**src/rtl/rcsp_pkg.sv**
```systemverilog
// Shared types and constants for the command stream parser.
// No dependencies; imported by the interfaces and the top level.
`default_nettype none

package rcsp_pkg;

  localparam int DEF_COUNT_WIDTH  = 8;
  localparam int DEF_LENGTH_WIDTH = 30;

  localparam int MAX_ELEM_W = 8;
  localparam int MAX_LEN_W  = 30;
  localparam int CFG_IDX_W  = 2;
  localparam int CFG_DATA_W = 30;

  // register indexes
  localparam logic [CFG_IDX_W-1:0] REG_MAX_ELEMENTS = 2'd0;
  localparam logic [CFG_IDX_W-1:0] REG_MAX_LENGTH   = 2'd1;

  localparam logic [MAX_ELEM_W-1:0] MAX_ELEM_RESET = 8'd255;
  localparam logic [MAX_LEN_W-1:0]  MAX_LEN_RESET  = 30'h2000_0000;

  // result kinds
  localparam logic [1:0] KIND_PAYLOAD   = 2'd0;
  localparam logic [1:0] KIND_ELEM_END  = 2'd1;
  localparam logic [1:0] KIND_EMPTY_CMD = 2'd2;
  localparam logic [1:0] KIND_ERROR     = 2'd3;

  // error codes
  localparam logic [1:0] ERR_NO_STAR   = 2'd0;
  localparam logic [1:0] ERR_COUNT     = 2'd1;
  localparam logic [1:0] ERR_LENGTH    = 2'd2;
  localparam logic [1:0] ERR_MISMATCH  = 2'd3;

  // framing bytes
  localparam logic [7:0] CH_STAR   = 8'h2A;
  localparam logic [7:0] CH_DOLLAR = 8'h24;
  localparam logic [7:0] CH_CR     = 8'h0D;
  localparam logic [7:0] CH_LF     = 8'h0A;
  localparam logic [7:0] CH_ZERO   = 8'h30;
  localparam logic [7:0] CH_NINE   = 8'h39;

  typedef enum logic [8:0] {
    PH_STAR   = 9'b0_0000_0001,
    PH_CNT    = 9'b0_0000_0010,
    PH_CNT_LF = 9'b0_0000_0100,
    PH_DOLLAR = 9'b0_0000_1000,
    PH_LEN    = 9'b0_0001_0000,
    PH_LEN_LF = 9'b0_0010_0000,
    PH_PAY    = 9'b0_0100_0000,
    PH_PAY_CR = 9'b0_1000_0000,
    PH_PAY_LF = 9'b1_0000_0000
  } phase_t;

  typedef struct packed {
    logic [1:0] kind;
    logic [7:0] data_byte;
    logic [7:0] element_number;
    logic       command_done;
    logic [1:0] error_code;
  } result_t;

endpackage

`default_nettype wire

```
**src/rtl/rcsp_if.sv**
```systemverilog
// Valid/ready channel interfaces for the parser: byte stream, results, config writes.
// Depends on rcsp_pkg for field widths.
`default_nettype none

interface rcsp_byte_if import rcsp_pkg::*; ();
  logic       valid;
  logic       ready;
  logic [7:0] in_byte;

  modport source (output valid, output in_byte, input ready);
  modport sink (input valid, input in_byte, output ready);
endinterface

interface rcsp_result_if import rcsp_pkg::*; ();
  logic       valid;
  logic       ready;
  logic [1:0] kind;
  logic [7:0] data_byte;
  logic [7:0] element_number;
  logic       command_done;
  logic [1:0] error_code;

  modport source (output valid, output kind, output data_byte, output element_number,
                  output command_done, output error_code, input ready);
  modport sink (input valid, input kind, input data_byte, input element_number,
                input command_done, input error_code, output ready);
endinterface

interface rcsp_cfg_if import rcsp_pkg::*; ();
  logic                  valid;
  logic                  ready;
  logic [CFG_IDX_W-1:0]  index;
  logic [CFG_DATA_W-1:0] data;

  modport source (output valid, output index, output data, input ready);
  modport sink (input valid, input index, input data, output ready);
endinterface

`default_nettype wire

```
**src/rtl/resp_command_stream_parser_top.sv**
```systemverilog
// Parser for a byte stream of "*count CRLF" / "$len CRLF payload CRLF" commands.
// Depends on rcsp_pkg and the channel interfaces in rcsp_if.sv.
`default_nettype none

// One byte is taken per cycle whenever the skid register is empty; each byte
// is decoded in the cycle it is accepted (one digit multiply-add and limit
// compare at most); any result goes to the output register, or to the skid
// word while that is stalled. A stalled output costs nothing until a second
// result has to wait, at which point stream.ready drops. Payload bytes come
// out tagged with their element number; the CRLF ending an element gives an
// element-end word that flags the last element of the command; a zero count
// gives an empty-command word. The first framing error gives one error word,
// after which bytes are accepted and dropped until reset. Config writes are
// always ready and take effect on the next byte.
module resp_command_stream_parser_top
  import rcsp_pkg::*;
#(
  parameter int COUNT_WIDTH  = DEF_COUNT_WIDTH,
  parameter int LENGTH_WIDTH = DEF_LENGTH_WIDTH
) (
  input  wire              clk,
  input  wire              rst,
  rcsp_byte_if.sink        stream,
  rcsp_result_if.source    result,
  rcsp_cfg_if.sink         cfg
);

  localparam int VW = (LENGTH_WIDTH + 4 > MAX_LEN_W) ? LENGTH_WIDTH + 4 : MAX_LEN_W;

  logic [MAX_ELEM_W-1:0]   max_elements;
  logic [MAX_LEN_W-1:0]    max_length;

  phase_t                  phase, phase_next;
  logic [LENGTH_WIDTH-1:0] number_accumulator, number_accumulator_next;
  logic [COUNT_WIDTH-1:0]  elements_remaining, elements_remaining_next;
  logic [COUNT_WIDTH-1:0]  current_element, current_element_next;
  logic [LENGTH_WIDTH-1:0] bytes_remaining, bytes_remaining_next;
  logic                    have_digit, have_digit_next;
  logic                    halted, halted_next;

  logic                    out_valid, skid_valid;
  result_t                 out_word, skid_word;

  logic                    take;
  logic [7:0]              b;
  logic                    is_digit;
  logic [VW-1:0]           acc_val;
  logic                    cnt_ok, len_ok;
  logic                    res_valid;
  result_t                 res;

  assign cfg.ready    = 1'b1;
  assign stream.ready = !skid_valid;
  assign take         = stream.valid && stream.ready;
  assign b            = stream.in_byte;

  // acc*10 + digit, wide enough to see overflow past either limit
  assign is_digit = (b >= CH_ZERO) && (b <= CH_NINE);
  assign acc_val  = (VW'(number_accumulator) << 3) + (VW'(number_accumulator) << 1)
                  + VW'(4'(b - CH_ZERO));
  assign cnt_ok   = is_digit && (acc_val <= VW'(max_elements))
                  && ((acc_val >> COUNT_WIDTH) == '0);
  assign len_ok   = is_digit && (acc_val <= VW'(max_length))
                  && ((acc_val >> LENGTH_WIDTH) == '0);

  always_comb begin
    phase_next              = phase;
    number_accumulator_next = number_accumulator;
    elements_remaining_next = elements_remaining;
    current_element_next    = current_element;
    bytes_remaining_next    = bytes_remaining;
    have_digit_next         = have_digit;
    halted_next             = halted;
    res_valid               = 1'b0;
    res.kind                = KIND_PAYLOAD;
    res.data_byte           = '0;
    res.element_number      = 8'(current_element);
    res.command_done        = 1'b0;
    res.error_code          = ERR_NO_STAR;

    if (!halted) begin
      case (phase)
        PH_STAR: begin
          if (b != CH_STAR) begin
            res_valid      = 1'b1;
            res.error_code = ERR_NO_STAR;
          end else begin
            number_accumulator_next = '0;
            have_digit_next         = 1'b0;
            current_element_next    = '0;
            phase_next              = PH_CNT;
          end
        end
        PH_CNT: begin
          if (b == CH_CR && have_digit) begin
            phase_next = PH_CNT_LF;
          end else if (cnt_ok) begin
            number_accumulator_next = acc_val[LENGTH_WIDTH-1:0];
            have_digit_next         = 1'b1;
          end else begin
            res_valid      = 1'b1;
            res.error_code = ERR_COUNT;
          end
        end
        PH_CNT_LF: begin
          if (b != CH_LF) begin
            res_valid      = 1'b1;
            res.error_code = ERR_COUNT;
          end else begin
            elements_remaining_next = number_accumulator[COUNT_WIDTH-1:0];
            current_element_next    = '0;
            if (number_accumulator == '0) begin
              phase_next         = PH_STAR;
              res_valid          = 1'b1;
              res.kind           = KIND_EMPTY_CMD;
              res.element_number = '0;
              res.command_done   = 1'b1;
            end else begin
              phase_next = PH_DOLLAR;
            end
          end
        end
        PH_DOLLAR: begin
          if (b != CH_DOLLAR) begin
            res_valid      = 1'b1;
            res.error_code = ERR_LENGTH;
          end else begin
            number_accumulator_next = '0;
            have_digit_next         = 1'b0;
            phase_next              = PH_LEN;
          end
        end
        PH_LEN: begin
          if (b == CH_CR && have_digit) begin
            phase_next = PH_LEN_LF;
          end else if (len_ok) begin
            number_accumulator_next = acc_val[LENGTH_WIDTH-1:0];
            have_digit_next         = 1'b1;
          end else begin
            res_valid      = 1'b1;
            res.error_code = ERR_LENGTH;
          end
        end
        PH_LEN_LF: begin
          if (b != CH_LF) begin
            res_valid      = 1'b1;
            res.error_code = ERR_LENGTH;
          end else begin
            bytes_remaining_next = number_accumulator;
            phase_next = (number_accumulator == '0) ? PH_PAY_CR : PH_PAY;
          end
        end
        PH_PAY: begin
          bytes_remaining_next = bytes_remaining - 1'b1;
          if (bytes_remaining == LENGTH_WIDTH'(1)) begin
            phase_next = PH_PAY_CR;
          end
          res_valid     = 1'b1;
          res.data_byte = b;
        end
        PH_PAY_CR: begin
          if (b != CH_CR) begin
            res_valid      = 1'b1;
            res.error_code = ERR_MISMATCH;
          end else begin
            phase_next = PH_PAY_LF;
          end
        end
        PH_PAY_LF: begin
          if (b != CH_LF) begin
            res_valid      = 1'b1;
            res.error_code = ERR_MISMATCH;
          end else begin
            res_valid        = 1'b1;
            res.kind         = KIND_ELEM_END;
            res.command_done = (elements_remaining <= COUNT_WIDTH'(1));
            if (elements_remaining <= COUNT_WIDTH'(1)) begin
              elements_remaining_next = '0;
              current_element_next    = '0;
              phase_next              = PH_STAR;
            end else begin
              elements_remaining_next = elements_remaining - 1'b1;
              current_element_next    = current_element + 1'b1;
              phase_next              = PH_DOLLAR;
            end
          end
        end
        default: begin
          phase_next     = PH_STAR;
          res_valid      = 1'b1;
          res.error_code = ERR_NO_STAR;
        end
      endcase

      // every result except payload, element end and empty command is an error
      if (res_valid && !(phase == PH_PAY) && !(phase == PH_PAY_LF && b == CH_LF)
          && !(phase == PH_CNT_LF && b == CH_LF)) begin
        res.kind    = KIND_ERROR;
        halted_next = 1'b1;
      end
    end
  end

  always_ff @(posedge clk) begin
    if (rst) begin
      max_elements       <= MAX_ELEM_RESET;
      max_length         <= MAX_LEN_RESET;
      phase              <= PH_STAR;
      number_accumulator <= '0;
      elements_remaining <= '0;
      current_element    <= '0;
      bytes_remaining    <= '0;
      have_digit         <= 1'b0;
      halted             <= 1'b0;
    end else begin
      if (cfg.valid && cfg.index == REG_MAX_ELEMENTS) begin
        max_elements <= cfg.data[MAX_ELEM_W-1:0];
      end
      if (cfg.valid && cfg.index == REG_MAX_LENGTH) begin
        max_length <= cfg.data[MAX_LEN_W-1:0];
      end
      if (take) begin
        phase              <= phase_next;
        number_accumulator <= number_accumulator_next;
        elements_remaining <= elements_remaining_next;
        current_element    <= current_element_next;
        bytes_remaining    <= bytes_remaining_next;
        have_digit         <= have_digit_next;
        halted             <= halted_next;
      end
    end
  end

  // output register plus one skid word
  always_ff @(posedge clk) begin
    if (rst) begin
      out_valid  <= 1'b0;
      skid_valid <= 1'b0;
    end else if (!out_valid || result.ready) begin
      if (skid_valid) begin
        out_valid  <= 1'b1;
        skid_valid <= 1'b0;
      end else begin
        out_valid <= take && res_valid;
      end
    end else if (take && res_valid) begin
      skid_valid <= 1'b1;
    end
  end

  always_ff @(posedge clk) begin
    if (!out_valid || result.ready) begin
      out_word <= skid_valid ? skid_word : res;
    end else if (take && res_valid) begin
      skid_word <= res;
    end
  end

  assign result.valid          = out_valid;
  assign result.kind           = out_word.kind;
  assign result.data_byte      = out_word.data_byte;
  assign result.element_number = out_word.element_number;
  assign result.command_done   = out_word.command_done;
  assign result.error_code     = out_word.error_code;

  a_halt_sticky: assert property (@(posedge clk) disable iff (rst)
    halted |=> halted) else $error("halted cleared without reset");

  a_skid_behind_out: assert property (@(posedge clk) disable iff (rst)
    skid_valid |-> out_valid) else $error("skid word held with empty output register");

  a_skid_blocks_input: assert property (@(posedge clk) disable iff (rst)
    skid_valid |-> !stream.ready) else $error("byte accepted with full skid");

  a_payload_count: assert property (@(posedge clk) disable iff (rst)
    (phase == PH_PAY && !halted) |-> bytes_remaining != '0)
    else $error("payload phase with no bytes left");

  a_elements_left: assert property (@(posedge clk) disable iff (rst)
    ((phase == PH_DOLLAR || phase == PH_PAY_LF) && !halted) |-> elements_remaining != '0)
    else $error("element phase with no elements left");

endmodule

`default_nettype wire

```
**src/flat_wrapper.sv**
```systemverilog
// flat-port wrapper written by rule: the top's interface ports become plain ports
module resp_command_stream_parser_top_flat import rcsp_pkg::*;
#(
  parameter int COUNT_WIDTH  = DEF_COUNT_WIDTH,
  parameter int LENGTH_WIDTH = DEF_LENGTH_WIDTH
)
  (clk, rst, stream_valid, stream_in_byte, stream_ready, result_valid, result_kind, result_data_byte, result_element_number, result_command_done, result_error_code, result_ready, cfg_valid, cfg_index, cfg_data, cfg_ready);
  rcsp_byte_if stream_i ();
  rcsp_result_if result_i ();
  rcsp_cfg_if cfg_i ();
  input  wire clk;
  input  wire rst;
  input wire logic [$bits(stream_i.valid)-1:0] stream_valid;
  input wire logic [$bits(stream_i.in_byte)-1:0] stream_in_byte;
  output wire logic [$bits(stream_i.ready)-1:0] stream_ready;
  output wire logic [$bits(result_i.valid)-1:0] result_valid;
  output wire logic [$bits(result_i.kind)-1:0] result_kind;
  output wire logic [$bits(result_i.data_byte)-1:0] result_data_byte;
  output wire logic [$bits(result_i.element_number)-1:0] result_element_number;
  output wire logic [$bits(result_i.command_done)-1:0] result_command_done;
  output wire logic [$bits(result_i.error_code)-1:0] result_error_code;
  input wire logic [$bits(result_i.ready)-1:0] result_ready;
  input wire logic [$bits(cfg_i.valid)-1:0] cfg_valid;
  input wire logic [$bits(cfg_i.index)-1:0] cfg_index;
  input wire logic [$bits(cfg_i.data)-1:0] cfg_data;
  output wire logic [$bits(cfg_i.ready)-1:0] cfg_ready;
  assign stream_i.valid = stream_valid;
  assign stream_i.in_byte = stream_in_byte;
  assign stream_ready = stream_i.ready;
  assign result_valid = result_i.valid;
  assign result_kind = result_i.kind;
  assign result_data_byte = result_i.data_byte;
  assign result_element_number = result_i.element_number;
  assign result_command_done = result_i.command_done;
  assign result_error_code = result_i.error_code;
  assign result_i.ready = result_ready;
  assign cfg_i.valid = cfg_valid;
  assign cfg_i.index = cfg_index;
  assign cfg_i.data = cfg_data;
  assign cfg_ready = cfg_i.ready;
  resp_command_stream_parser_top #(.COUNT_WIDTH(COUNT_WIDTH), .LENGTH_WIDTH(LENGTH_WIDTH)) u_core (.clk(clk), .rst(rst), .stream(stream_i), .result(result_i), .cfg(cfg_i));
endmodule
```
**config.mk**
```make
export PLATFORM = sky130hd
export DESIGN_NAME = resp_command_stream_parser_top_flat
export DESIGN_NICKNAME = d
export VERILOG_FILES = /design/src/rtl/rcsp_pkg.sv /design/src/rtl/rcsp_if.sv /design/src/rtl/resp_command_stream_parser_top.sv /design/src/flat_wrapper.sv
export SDC_FILE = /design/constraint.sdc
export NUM_CORES = 1
export LEC_CHECK = 0
export CORE_MARGIN = 2
export CORE_UTILIZATION = 65
export DETAILED_ROUTE_END_ITERATION = 10
export DONT_BUFFER_PORTS = 1
export PLACE_DENSITY_LB_ADDON = 0.05
export RECOVER_POWER = 25
export SKIP_LAST_GASP = 1
export SYNTH_ARGS = -nofsm -noshare
export SYNTH_HDL_FRONTEND = slang
export SYNTH_SLANG_ARGS = --single-unit
```
**constraint.sdc**
```tcl
create_clock -name clk -period 11 [get_ports clk]
set_input_delay 0.55 -clock clk [delete_from_list [all_inputs] [get_ports clk]]
set_output_delay 0.55 -clock clk [all_outputs]
set_load 0.02 [all_outputs]
```
---- Word-level counts from Yosys, hierarchy flattened ----
Cells that the tools add are included.
word-level totals
  register bits after elaboration ......... 169
  input bits .............................. 45
  logic and storage cells ................. 177
cells by class
  $add $sub $neg .......................... 6
  magnitude comparators ................... 5
  equal/unequal tests ..................... 30
  muxes and demuxes ....................... 77
  bitwise logic cells ..................... 2
  reductions and logical operators ........ 36
operators by type and width
  kind                                                                      count
  30-bit 2-to-1 mux                                                         7
  30-bit case mux with 4 select lines                                       1
  9-bit 2-to-1 mux                                                          11
  9-bit case mux with 9 select lines                                        1
  8-bit 2-to-1 mux                                                          10
  34-bit logical NOT                                                        2
  30-bit case mux with 2 select lines                                       1
  21-bit 2-to-1 mux                                                         2
  33-bit by 31-bit adder with 34-bit output                                 1
  34-bit by 4-bit adder with 34-bit output                                  1
  34-bit by 30-bit less-or-equal comparator with 1-bit output               1
  34-bit by 8-bit less-or-equal comparator with 1-bit output                1
  30-bit by 1-bit equality test with 1-bit output (second input constant)   1
  30-bit logical NOT                                                        1
  30-bit by 1-bit subtractor with 30-bit output (second input constant)     1
  1-bit 2-to-1 mux                                                          25
  8-bit case mux with 3 select lines                                        1
  2-bit 2-to-1 mux                                                          10
  8-bit by 4-bit equality test with 1-bit output (second input constant)    2
  2-bit inequality test (second input constant)                             8
  8-bit by 4-bit inequality test with 1-bit output (second input constant)  2
  8-bit by 6-bit inequality test with 1-bit output (second input constant)  2
  8-bit case mux with 2 select lines                                        1
  1-bit logical AND                                                         15
  37 further kinds                                                          48

---- Logic depth before layout (Yosys ltp) ----
Gate-level depths: netlist (run 1).
  depth after elaboration ................. 15
  mapped depth ............................ 23

---- Least setup slack after synthesis (run 1) ----
Ideal clock, no wire load.
  kind .................................... input to register
  from .................................... input stream_in_byte[3]
  to ...................................... register u_core.skid_word[0] (netlist name) (enable)
  library setup time ...................... 0.432 ns
  data arrival time ....................... 6.066 ns
  path slack .............................. 4.502 ns
  cell stages on the path ................. 18
  buffers on the path ..................... 0
  cells stage by stage .................... fa_1 inv_1 fa_1 nor2b_1 o2111ai_2 a2111oi_0 nor3_1 xnor2_1 ha_1 nand4_1 or3_1 o31a_1 o21ai_0 o31a_1 and3b_1 a31oi_1 a311oi_1 a211oi_1
on the way
  longest elaborated chain between the ends .. 12
  elaborated cells between the ends (all ways) .. 33
  those cells by class .................... add/sub (2); order compare (4); eq/ne (5); mux (12); reduce/logical (10)
ends and longest elaborated chain
  item                                                                                                                                              line                                                                         source
  from (decl)                                                                                                                                       flat_wrapper.sv:14                                                           input wire logic [$bits(stream_i.in_byte)-1:0] stream_in_byte;
  4-bit by 1-bit subtractor with 4-bit output                                                                                                       resp_command_stream_parser_top.sv:60                                         + VW'(4'(b - CH_ZERO));
  34-bit by 4-bit adder with 34-bit output                                                                                                          resp_command_stream_parser_top.sv:60
  34-bit by 30-bit less-or-equal comparator with 1-bit output / 34-bit by 8-bit less-or-equal comparator with 1-bit output (equally long branches)  resp_command_stream_parser_top.sv:63, resp_command_stream_parser_top.sv:61
  1-bit logical AND (on tied branches)                                                                                                              resp_command_stream_parser_top.sv:63, resp_command_stream_parser_top.sv:61
  1-bit logical AND (on tied branches)                                                                                                              resp_command_stream_parser_top.sv:64, resp_command_stream_parser_top.sv:62
  1-bit 2-to-1 mux (on tied branches)                                                                                                               resp_command_stream_parser_top.sv:136, resp_command_stream_parser_top.sv:97
  1-bit 2-to-1 mux (on tied branches)                                                                                                               resp_command_stream_parser_top.sv:134, resp_command_stream_parser_top.sv:95
  1-bit case mux with 7 select lines *                                                                                                              resp_command_stream_parser_top.sv:82                                         case (phase)
  1-bit 2-to-1 mux * (2 in a row)                                                                                                                   resp_command_stream_parser_top.sv:81                                         if (!halted) begin
  1-bit logical AND *                                                                                                                               resp_command_stream_parser_top.sv:254                                        end else if (take && res_valid) begin
  2-bit AND reduction (no line) *                                                                                                                   -
  to (signal assigned)                                                                                                                              resp_command_stream_parser_top.sv:255                                        skid_word <= res;
  to (decl)                                                                                                                                         resp_command_stream_parser_top.sv:42                                         result_t out_word, skid_word;
Mark *: on every way between the ends. The rest lies on a longest branch, timed or not. The select of a mux whose other input is x is not followed.
A chain may end at the register's enable or synchronous reset.

---- Worst setup path in the final report (run 1) ----
  from .................................... register u_core.number_accumulator[0]
  to ...................................... register u_core.out_word, in the netlist u_core.result.kind[0], data pin
on the way
  longest elaborated chain between the ends .. 15
  elaborated cells between the ends (all ways) .. 25
  those cells by class .................... add/sub (2); order compare (2); mux (11); reduce/logical (10)
ends and longest elaborated chain
  item                                                                                                                                              line                                                                         source
  from (decl)                                                                                                                                       resp_command_stream_parser_top.sv:34                                         logic [LENGTH_WIDTH-1:0] number_accumulator, number_accumulator_next;
  from (signal assigned)                                                                                                                            resp_command_stream_parser_top.sv:224                                        number_accumulator <= number_accumulator_next;
  33-bit by 31-bit adder with 34-bit output                                                                                                         resp_command_stream_parser_top.sv:59                                         assign acc_val = (VW'(number_accumulator) << 3) + (VW'(number_accumulator) << 1)
  34-bit by 4-bit adder with 34-bit output                                                                                                          resp_command_stream_parser_top.sv:60
  34-bit by 30-bit less-or-equal comparator with 1-bit output / 34-bit by 8-bit less-or-equal comparator with 1-bit output (equally long branches)  resp_command_stream_parser_top.sv:63, resp_command_stream_parser_top.sv:61
  1-bit logical AND (on tied branches)                                                                                                              resp_command_stream_parser_top.sv:63, resp_command_stream_parser_top.sv:61
  1-bit logical AND (on tied branches)                                                                                                              resp_command_stream_parser_top.sv:64, resp_command_stream_parser_top.sv:62
  1-bit 2-to-1 mux (on tied branches)                                                                                                               resp_command_stream_parser_top.sv:136, resp_command_stream_parser_top.sv:97
  1-bit 2-to-1 mux (on tied branches)                                                                                                               resp_command_stream_parser_top.sv:134, resp_command_stream_parser_top.sv:95
  1-bit case mux with 7 select lines *                                                                                                              resp_command_stream_parser_top.sv:82
  1-bit 2-to-1 mux *                                                                                                                                resp_command_stream_parser_top.sv:81
  1-bit logical AND * (2 in a row)                                                                                                                  resp_command_stream_parser_top.sv:196                                        if (res_valid && !(phase == PH_PAY) && !(phase == PH_PAY_LF && b == CH_LF)
  1-bit logical AND *                                                                                                                               resp_command_stream_parser_top.sv:197                                        && !(phase == PH_CNT_LF && b == CH_LF)) begin
  2-bit 2-to-1 mux *                                                                                                                                resp_command_stream_parser_top.sv:196
  21-bit 2-to-1 mux *                                                                                                                               resp_command_stream_parser_top.sv:81
  21-bit 2-to-1 mux *                                                                                                                               resp_command_stream_parser_top.sv:253                                        out_word <= skid_valid ? skid_word : res;
  to (signal assigned)                                                                                                                              resp_command_stream_parser_top.sv:253
  to (decl)                                                                                                                                         resp_command_stream_parser_top.sv:42
Marked as above.

==> run metrics, run 1 <==
setup TNS 0 ps; antenna violations before repair 0; drt drc 0; CP endpoint kind flop; ant diodes 0; Final GP Congestion 1.01; CTS tree yes; last element of the critical path u_core.result.kind[0]$_DFFE_PP_; worst min-delay path class primary input to flop; Max-Cap Viols 1; worst path required time 11150 ps; number of synthesized flops with an enable pin 42; vias in the first global route 9285; Mapped Nets 1524; Relative slew margins -20.6%; Clk Latency, worst-skew pair 450 ps; Setup Skew 13.9 ps; clk sinks 169; Reg-to-Reg End u_core.result.kind[0]$_DFFE_PP_; unrepaired setup endpoints after global routing false; launch point of the worst reg-to-reg path u_core.number_accumulator[0]$_SDFFE_PP0P_; Yosys reg bits 169; Clock H-tree levels 4; Die Width 136 µm; total CTS buffers 17; area grow syn2layout 5.42%; HPWL Detailed 21700 µm; Max IR drop VDD 0.000121 V; crit path max-delay cell type dfxtp_1; syn avg cell area 8.26 µm²; WP data arrival 6230 ps; Starting Density 66.2%; # nets final 1484; wire per inst 18.7 µm; crit-path most repeated cell a21oi_1; Pwr Density 114 nW/µm²; Worst Path Buf+Inv 0; CTS root buffer clkbuf_16; count of final hold-check violations 0; Filler Cell Count 1459; clock tree buffer depth 2; Startpoint Class flop; post-CTS setup buffers 0; overall fraction of global-route tracks in use 32.3%; Placed Area 11400 µm²; Rows 48; I/O pins 69; Post-Route WL 29500 µm; Finished Cell Area 12000 µm²; synth unique cells 87; Reg2Reg Setup Slack 4920 ps; Die Footprint 18600 µm²; sequential area share after synthesis 33.5%; Core Region 17200 µm²; Chip Height 136 µm; largest net degree at the start of global routing 132; PortBufs 0; max-slew violations 17; CP Cell Sequence fa_1, ha_1, a211oi_1, o211ai_1, nand2_1, a21oi_1, a21oi_1, o21ai_0, xnor2_1, ha_1, a21oi_1, o21ai_0, nor2_1, o211ai_1, o31a_1, and3b_1, a31oi_1, a311oi_1, o21a_1, a31oi_1; most frequent cells in the layout nand2_1 (171), nor2_1 (138), dfxtp_1 (127); Ys Warns 0; GRT Residual Overflow 0; Post-CTS Hold Fix Bufs 0; initial drt markers 716; layout cells sized above 1 5.42%; # setup viols final 0; Critical Path Start u_core.number_accumulator[0]$_SDFFE_PP0P_; Max Freq 165 MHz; Vias 10116; Cell Area, Synth 11400 µm²; Reg clk slew, reported paths 70 ps; ANT nets after route 0; Resized cells post-CTS 0; Worst path max stage delay 570 ps; minimum clock period 6080 ps; LEAKAGE 0.00476 µW; WP depth 20; cells after synthesis 1375; first-pass GRT wire length 47300 µm; outcome finished, violations left; Reg2Reg Depth 20; leading cell type in the layout, fill and taps excluded nand2_1; CP max FO 6; Crit Path Category flop to flop; Vias/cell 6.43; failing checks max-capacitance violations, max-slew violations; delay-heaviest family, CP compound AO/OA/AOI/OAI gates; drt first pass iters 6; pin slew with the least headroom to its limit 1800 ps; period utilization 55.2%; Async S/R FF share, synth 0%; dominant synthesized flop cell dfxtp_1
worst min-delay path by stage:
| stage | startpoint | end | slack [ps] | cells after the start |
|---|---|---|---|---|
| global route | rst | u_core.elements_remaining[5]$_SDFFE_PP0P_ | 170 | 1 |
| floorplan | u_core.max_length[10]$_SDFFE_PP0P_ | u_core.max_length[10]$_SDFFE_PP0P_ | 440 | 2 |
| CTS | rst | u_core.bytes_remaining[2]$_SDFFE_PP0P_ | 170 | 1 |
| finish | rst | u_core.elements_remaining[0]$_SDFFE_PP0P_ | 170 | 1 |
| global placement | u_core.max_length[22]$_SDFFE_PP0P_ | u_core.max_length[22]$_SDFFE_PP0P_ | 440 | 2 |
| detailed placement | u_core.max_length[6]$_SDFFE_PP0P_ | u_core.max_length[6]$_SDFFE_PP0P_ | 440 | 2 |
state kept, by name, summed over array words and instances (netlist names):
| name | flops |
|---|---|
| u_core.number_accumulator | 30 |
| u_core.elements_remaining | 8 |
| u_core.skid_word | 21 |
| u_core.bytes_remaining | 30 |
| u_core.result.data_byte | 8 |
| u_core.result.kind | 2 |
| u_core.skid_valid | 1 |
| u_core.result.valid | 1 |
| u_core.result.command_done | 1 |
| u_core.result.error_code | 2 |
| u_core.current_element | 8 |
| u_core.have_digit | 1 |
| u_core.halted | 1 |
| u_core.max_length | 30 |
| u_core.phase | 9 |
| u_core.result.element_number | 8 |
| u_core.max_elements | 8 |
area by class of cell:
cell class	instances	area [µm²]	area share, %
Inverter	65	244	2.04
Multi-Input combinational cell	1078	7040	58.8
Tap cell	225	282	2.35
Sequential cell	169	3800	31.8
Clock buffer	17	425	3.55
Clock inverter	15	156	1.31
Timing Repair Buffer	4	30.0	0.251
per-stage QoR:
stage / std cells / worst slack, ps / power [µW] / util [%] / hold slack, ps
detailed placement: 1541 / 5090 / 790 / 66.4 / 442
finish: 1573 / 4920 / 1370 / 69.7 / 173
floorplan: 1375 / 4500 / 777 / - / 436
global route: 1573 / 4440 / 1410 / 69.7 / 169
global placement: 1541 / 5200 / 785 / 66.4 / 439
CTS: 1573 / 5040 / 1370 / 69.8 / 167
worst reg2reg max path: stages, from the launching register on:
cell and delay [ps]:
dfxtp_1 570, fa_1 520, ha_1 320, a211oi_1 420
o211ai_1 170, nand2_1 120, a21oi_1 150, a21oi_1 350
o21ai_0 180, xnor2_1 430, ha_1 340, a21oi_1 160
o21ai_0 130, nor2_1 110, o211ai_1 110, o31a_1 400
and3b_1 240, a31oi_1 110, a311oi_1 550, o21a_1 280
a31oi_1 120
cells by family after synthesis:
kind of cell / share of synthesized area, %
AOI/OAI and AO/OA: 19.7
xor gates and xnor gates: 2.24
adders and majority gates: 11.6
buffers and inverters: 4.66
DFF: 33.5
muxes: 4.99
other: 0.0330
and+or+nand+nor: 23.3
synth_stat cells (all sizes together) (24+ instances only):
cell	number	area (µm²)
nand2	173	654
nor2	141	548
dfxtp	127	2540
a21oi	118	606
ha	102	1280
o21ai	72	360
inv	63	236
clkbuf	49	184
edfxtp	42	1260
nand2b	40	250
mux2i	33	330
nand3	30	150
nor3	29	145
a211oi	24	185
per-layer routing:
| metal | track usage (%) | up-vias | routed length [µm] |
|---|---|---|---|
| li1 | - | 4904 | - |
| met2 | 54.7 | 373 | 13900 |
| met4 | 12.2 | 0 | 975 |
| met5 | 0 | - | 0 |
| met3 | 5.52 | 77 | 1820 |
| met1 | 41.2 | 4762 | 12800 |
where the power goes:
part / switching [µW] / internal, µW / total (µW) / leakage (µW)
Sequential: 25.2 / 661 / 686 / 0.00144
Clock: 292 / 302 / 594 / 0.000278
Combinational: 57.2 / 34.2 / 91.4 / 0.00304
(Power assumes the default switching activity.)
==> run 2, diff against run 1 <==
CORE_UTILIZATION = 59   (was 65)
clock period = 5.4 ns   (was 11 ns; I/O delays follow)
==> run 2 against run 1 <==
- the flow now finishes without violations
- critical endpoint is now u_core.skid_word[10]$_DFFE_PP_
- critical path depth rose by 2
- worst setup slack got worse by 4900 ps
- global-route usage fell by 2.4 points
- register-to-register slack got worse by 4900 ps
- sequential power rose by 100%
- count of clock-buffer cells in the layout did not move
- largest power group unchanged
- power rose by 120%
==> run metrics, run 2 (synthesized netlist as in run 1, its figures left out) <==
period utilization 99.6%; launch point of the worst reg-to-reg path u_core.number_accumulator[0]$_SDFFE_PP0P_; max-slew violations 0; clock power share 45.0%; area of the multi-input gates 7300 µm²; Critical Path Start u_core.number_accumulator[0]$_SDFFE_PP0P_; CP endpoint kind flop; HPWL Detailed 21700 µm; WHS Endpoint u_core.number_accumulator[17]$_SDFFE_PP0P_; ant diodes 0; Largest regs u_core.bytes_remaining: 30 flops, u_core.max_length: 30 flops, u_core.number_accumulator: 30 flops; CTS tree yes; drt first pass iters 5; initial drt markers 754; switching power 817 µW; Core Region 18800 µm²; overall fraction of global-route tracks in use 29.9%; Vias 10505; Max Freq 186 MHz; Min-Delay Path Depth 2; Int Pwr 2180 µW; Startpoint Class flop; Max IR drop VDD 0.000242 V; largest net degree at the start of global routing 89; Starting Density 60.3%; pre-CTS setup slack -41.1 ps; worst path required time 5570 ps; setup TNS 0 ps; Chip Height 143 µm; drt drc 0; clock tree buffer depth 2; Final GP Congestion 0.993; outcome finished, final reports clean; Rows 50; # setup viols final 0; ANT nets after route 0; I/O pins 69; GRT Residual Overflow 0; Relative slew margins 27.2%; Reg-to-Reg End u_core.skid_word[10]$_DFFE_PP_; Reg clk slew, reported paths 80 ps; Filler Cell Count 1473; area grow syn2layout 17.5%; WP data arrival 5550 ps; Reg2Reg Depth 22; count of final hold-check violations 0; clk sinks 169; # nets final 1595; worst min-delay path class primary input to flop; most frequent cells in the layout nand2_1 (170), nor2_1 (136), dfxtp_1 (126); worst hold start rst; total CTS buffers 17; Pwr Density 225 nW/µm²; leading cell type in the layout, fill and taps excluded nand2_1; Sw Share 27.3%; minimum clock period 5380 ps; Clk Latency, worst-skew pair 460 ps; Vias/cell 6.11; PortBufs 0; unrepaired setup endpoints after global routing true; antenna violations before repair 0; combinational share of power 8.5%; LEAKAGE 0.00540 µW; Clock H-tree levels 4; Crit Path Category flop to flop; first-pass GRT wire length 48800 µm; Die Width 143 µm; layout cells sized above 1 13.4%; CP max FO 5; vias in the first global route 9581; Setup Skew 13.4 ps; Post-Route WL 30700 µm; Seq pwr share 46.5%; Reg2Reg Setup Slack 20 ps; wire per inst 17.8 µm; Max-Cap Viols 0; Die Footprint 20400 µm²; Seq. cell area 3800 µm²; PnR worst setup slack 21.9 ps; pin slew with the least headroom to its limit 1090 ps; CTS root buffer clkbuf_16
-- run 2: cell types whose count changed in the layout (fill, tap and decap cells not counted), sizes merged --
cell / previous run / this run
bufinv: 0 / 2
dlygate4sd3: 0 / 32
clkinvlp: 2 / 1
clkbuf: 17 / 18
buf: 4 / 82
clkinv: 8 / 7
-- run 2: worst max-delay path, cell delays in order, from the launching register on --
cell	delay, ps
dfxtp_2	340
fa_1	580
inv_2	50
fa_2	360
nor2b_4	150
o2111ai_4	180
a211oi_2	350
buf_4	190
nor2_2	80
xnor2_2	160
ha_1	310
nand4_1	100
or3_4	350
o31a_1	280
o21ai_1	70
o31a_1	250
and3b_2	260
a31oi_4	220
a311oi_2	60
buf_4	180
a211oi_4	250
buf_6	170
clkbuf_16	140
-- run 2: worst max-delay path by stage --
stage          slack (ps)                             end
2_1_floorplan          70   u_core.skid_word[0]$_DFFE_PP_
3_3_place_gp           30   u_core.skid_word[6]$_DFFE_PP_
3_5_place_dp          -40   u_core.skid_word[7]$_DFFE_PP_
4_1_cts               -20  u_core.skid_word[16]$_DFFE_PP_
5_1_grt              -160  u_core.skid_word[10]$_DFFE_PP_
6_report               20  u_core.skid_word[10]$_DFFE_PP_
-- run 2: power by group through the flow --
stage	clock [µW]	combinational, µW	sequential, µW
after floorplan	0	168	1420
after global placement	0	193	1420
after detailed placement	0	197	1420
after CTS	1370	235	1390
after global routing	1410	280	1400
final	1350	255	1390
-- run 2: cell type report --
class	count	share of cell area [%]
flip-flops and latches	169	28.5
repair buffers	115	7.67
well taps	260	2.44
clock buffers	17	3.19
clock inverters	15	1.71
inverters	65	1.83
multi-input cells	1078	54.7
-- run 2: layer usage --
| metal | share of wire [%] | GRT usage (%) | wire, µm |
|---|---|---|---|
| met1 | 44 | 39.0 | 13500 |
| met2 | 48 | 50.7 | 14800 |
| met3 | 5.4 | 5.13 | 1650 |
| met4 | 2.5 | 9.54 | 753 |
| met5 | 0 | 0 | 0 |
-- run 2: metrics by stage --
stage	std cells	util, %	hold slack (ps)	area [µm²]	total power (µW)
after floorplan	1375	-	388	11400	1580
after global placement	1638	63.4	352	11900	1620
after detailed placement	1638	63.4	353	11900	1620
after CTS	1708	69.3	0.293	13100	3000
after global routing	1719	70.9	1.07	13400	3100
final	1719	70.9	9.14	13400	3000
-- run 2: what timing repair did --
action / 4_1_cts / 5_1_grt
pin swaps: 9 / 26
hold buffers: 32 / 1
gates cloned: 1 / 1
endpoints found under the hold margin: 88 / 2
gates resized for setup: 9 / 46
buffers inserted: 5 / 10
setup endpoints to repair: 25 / 57
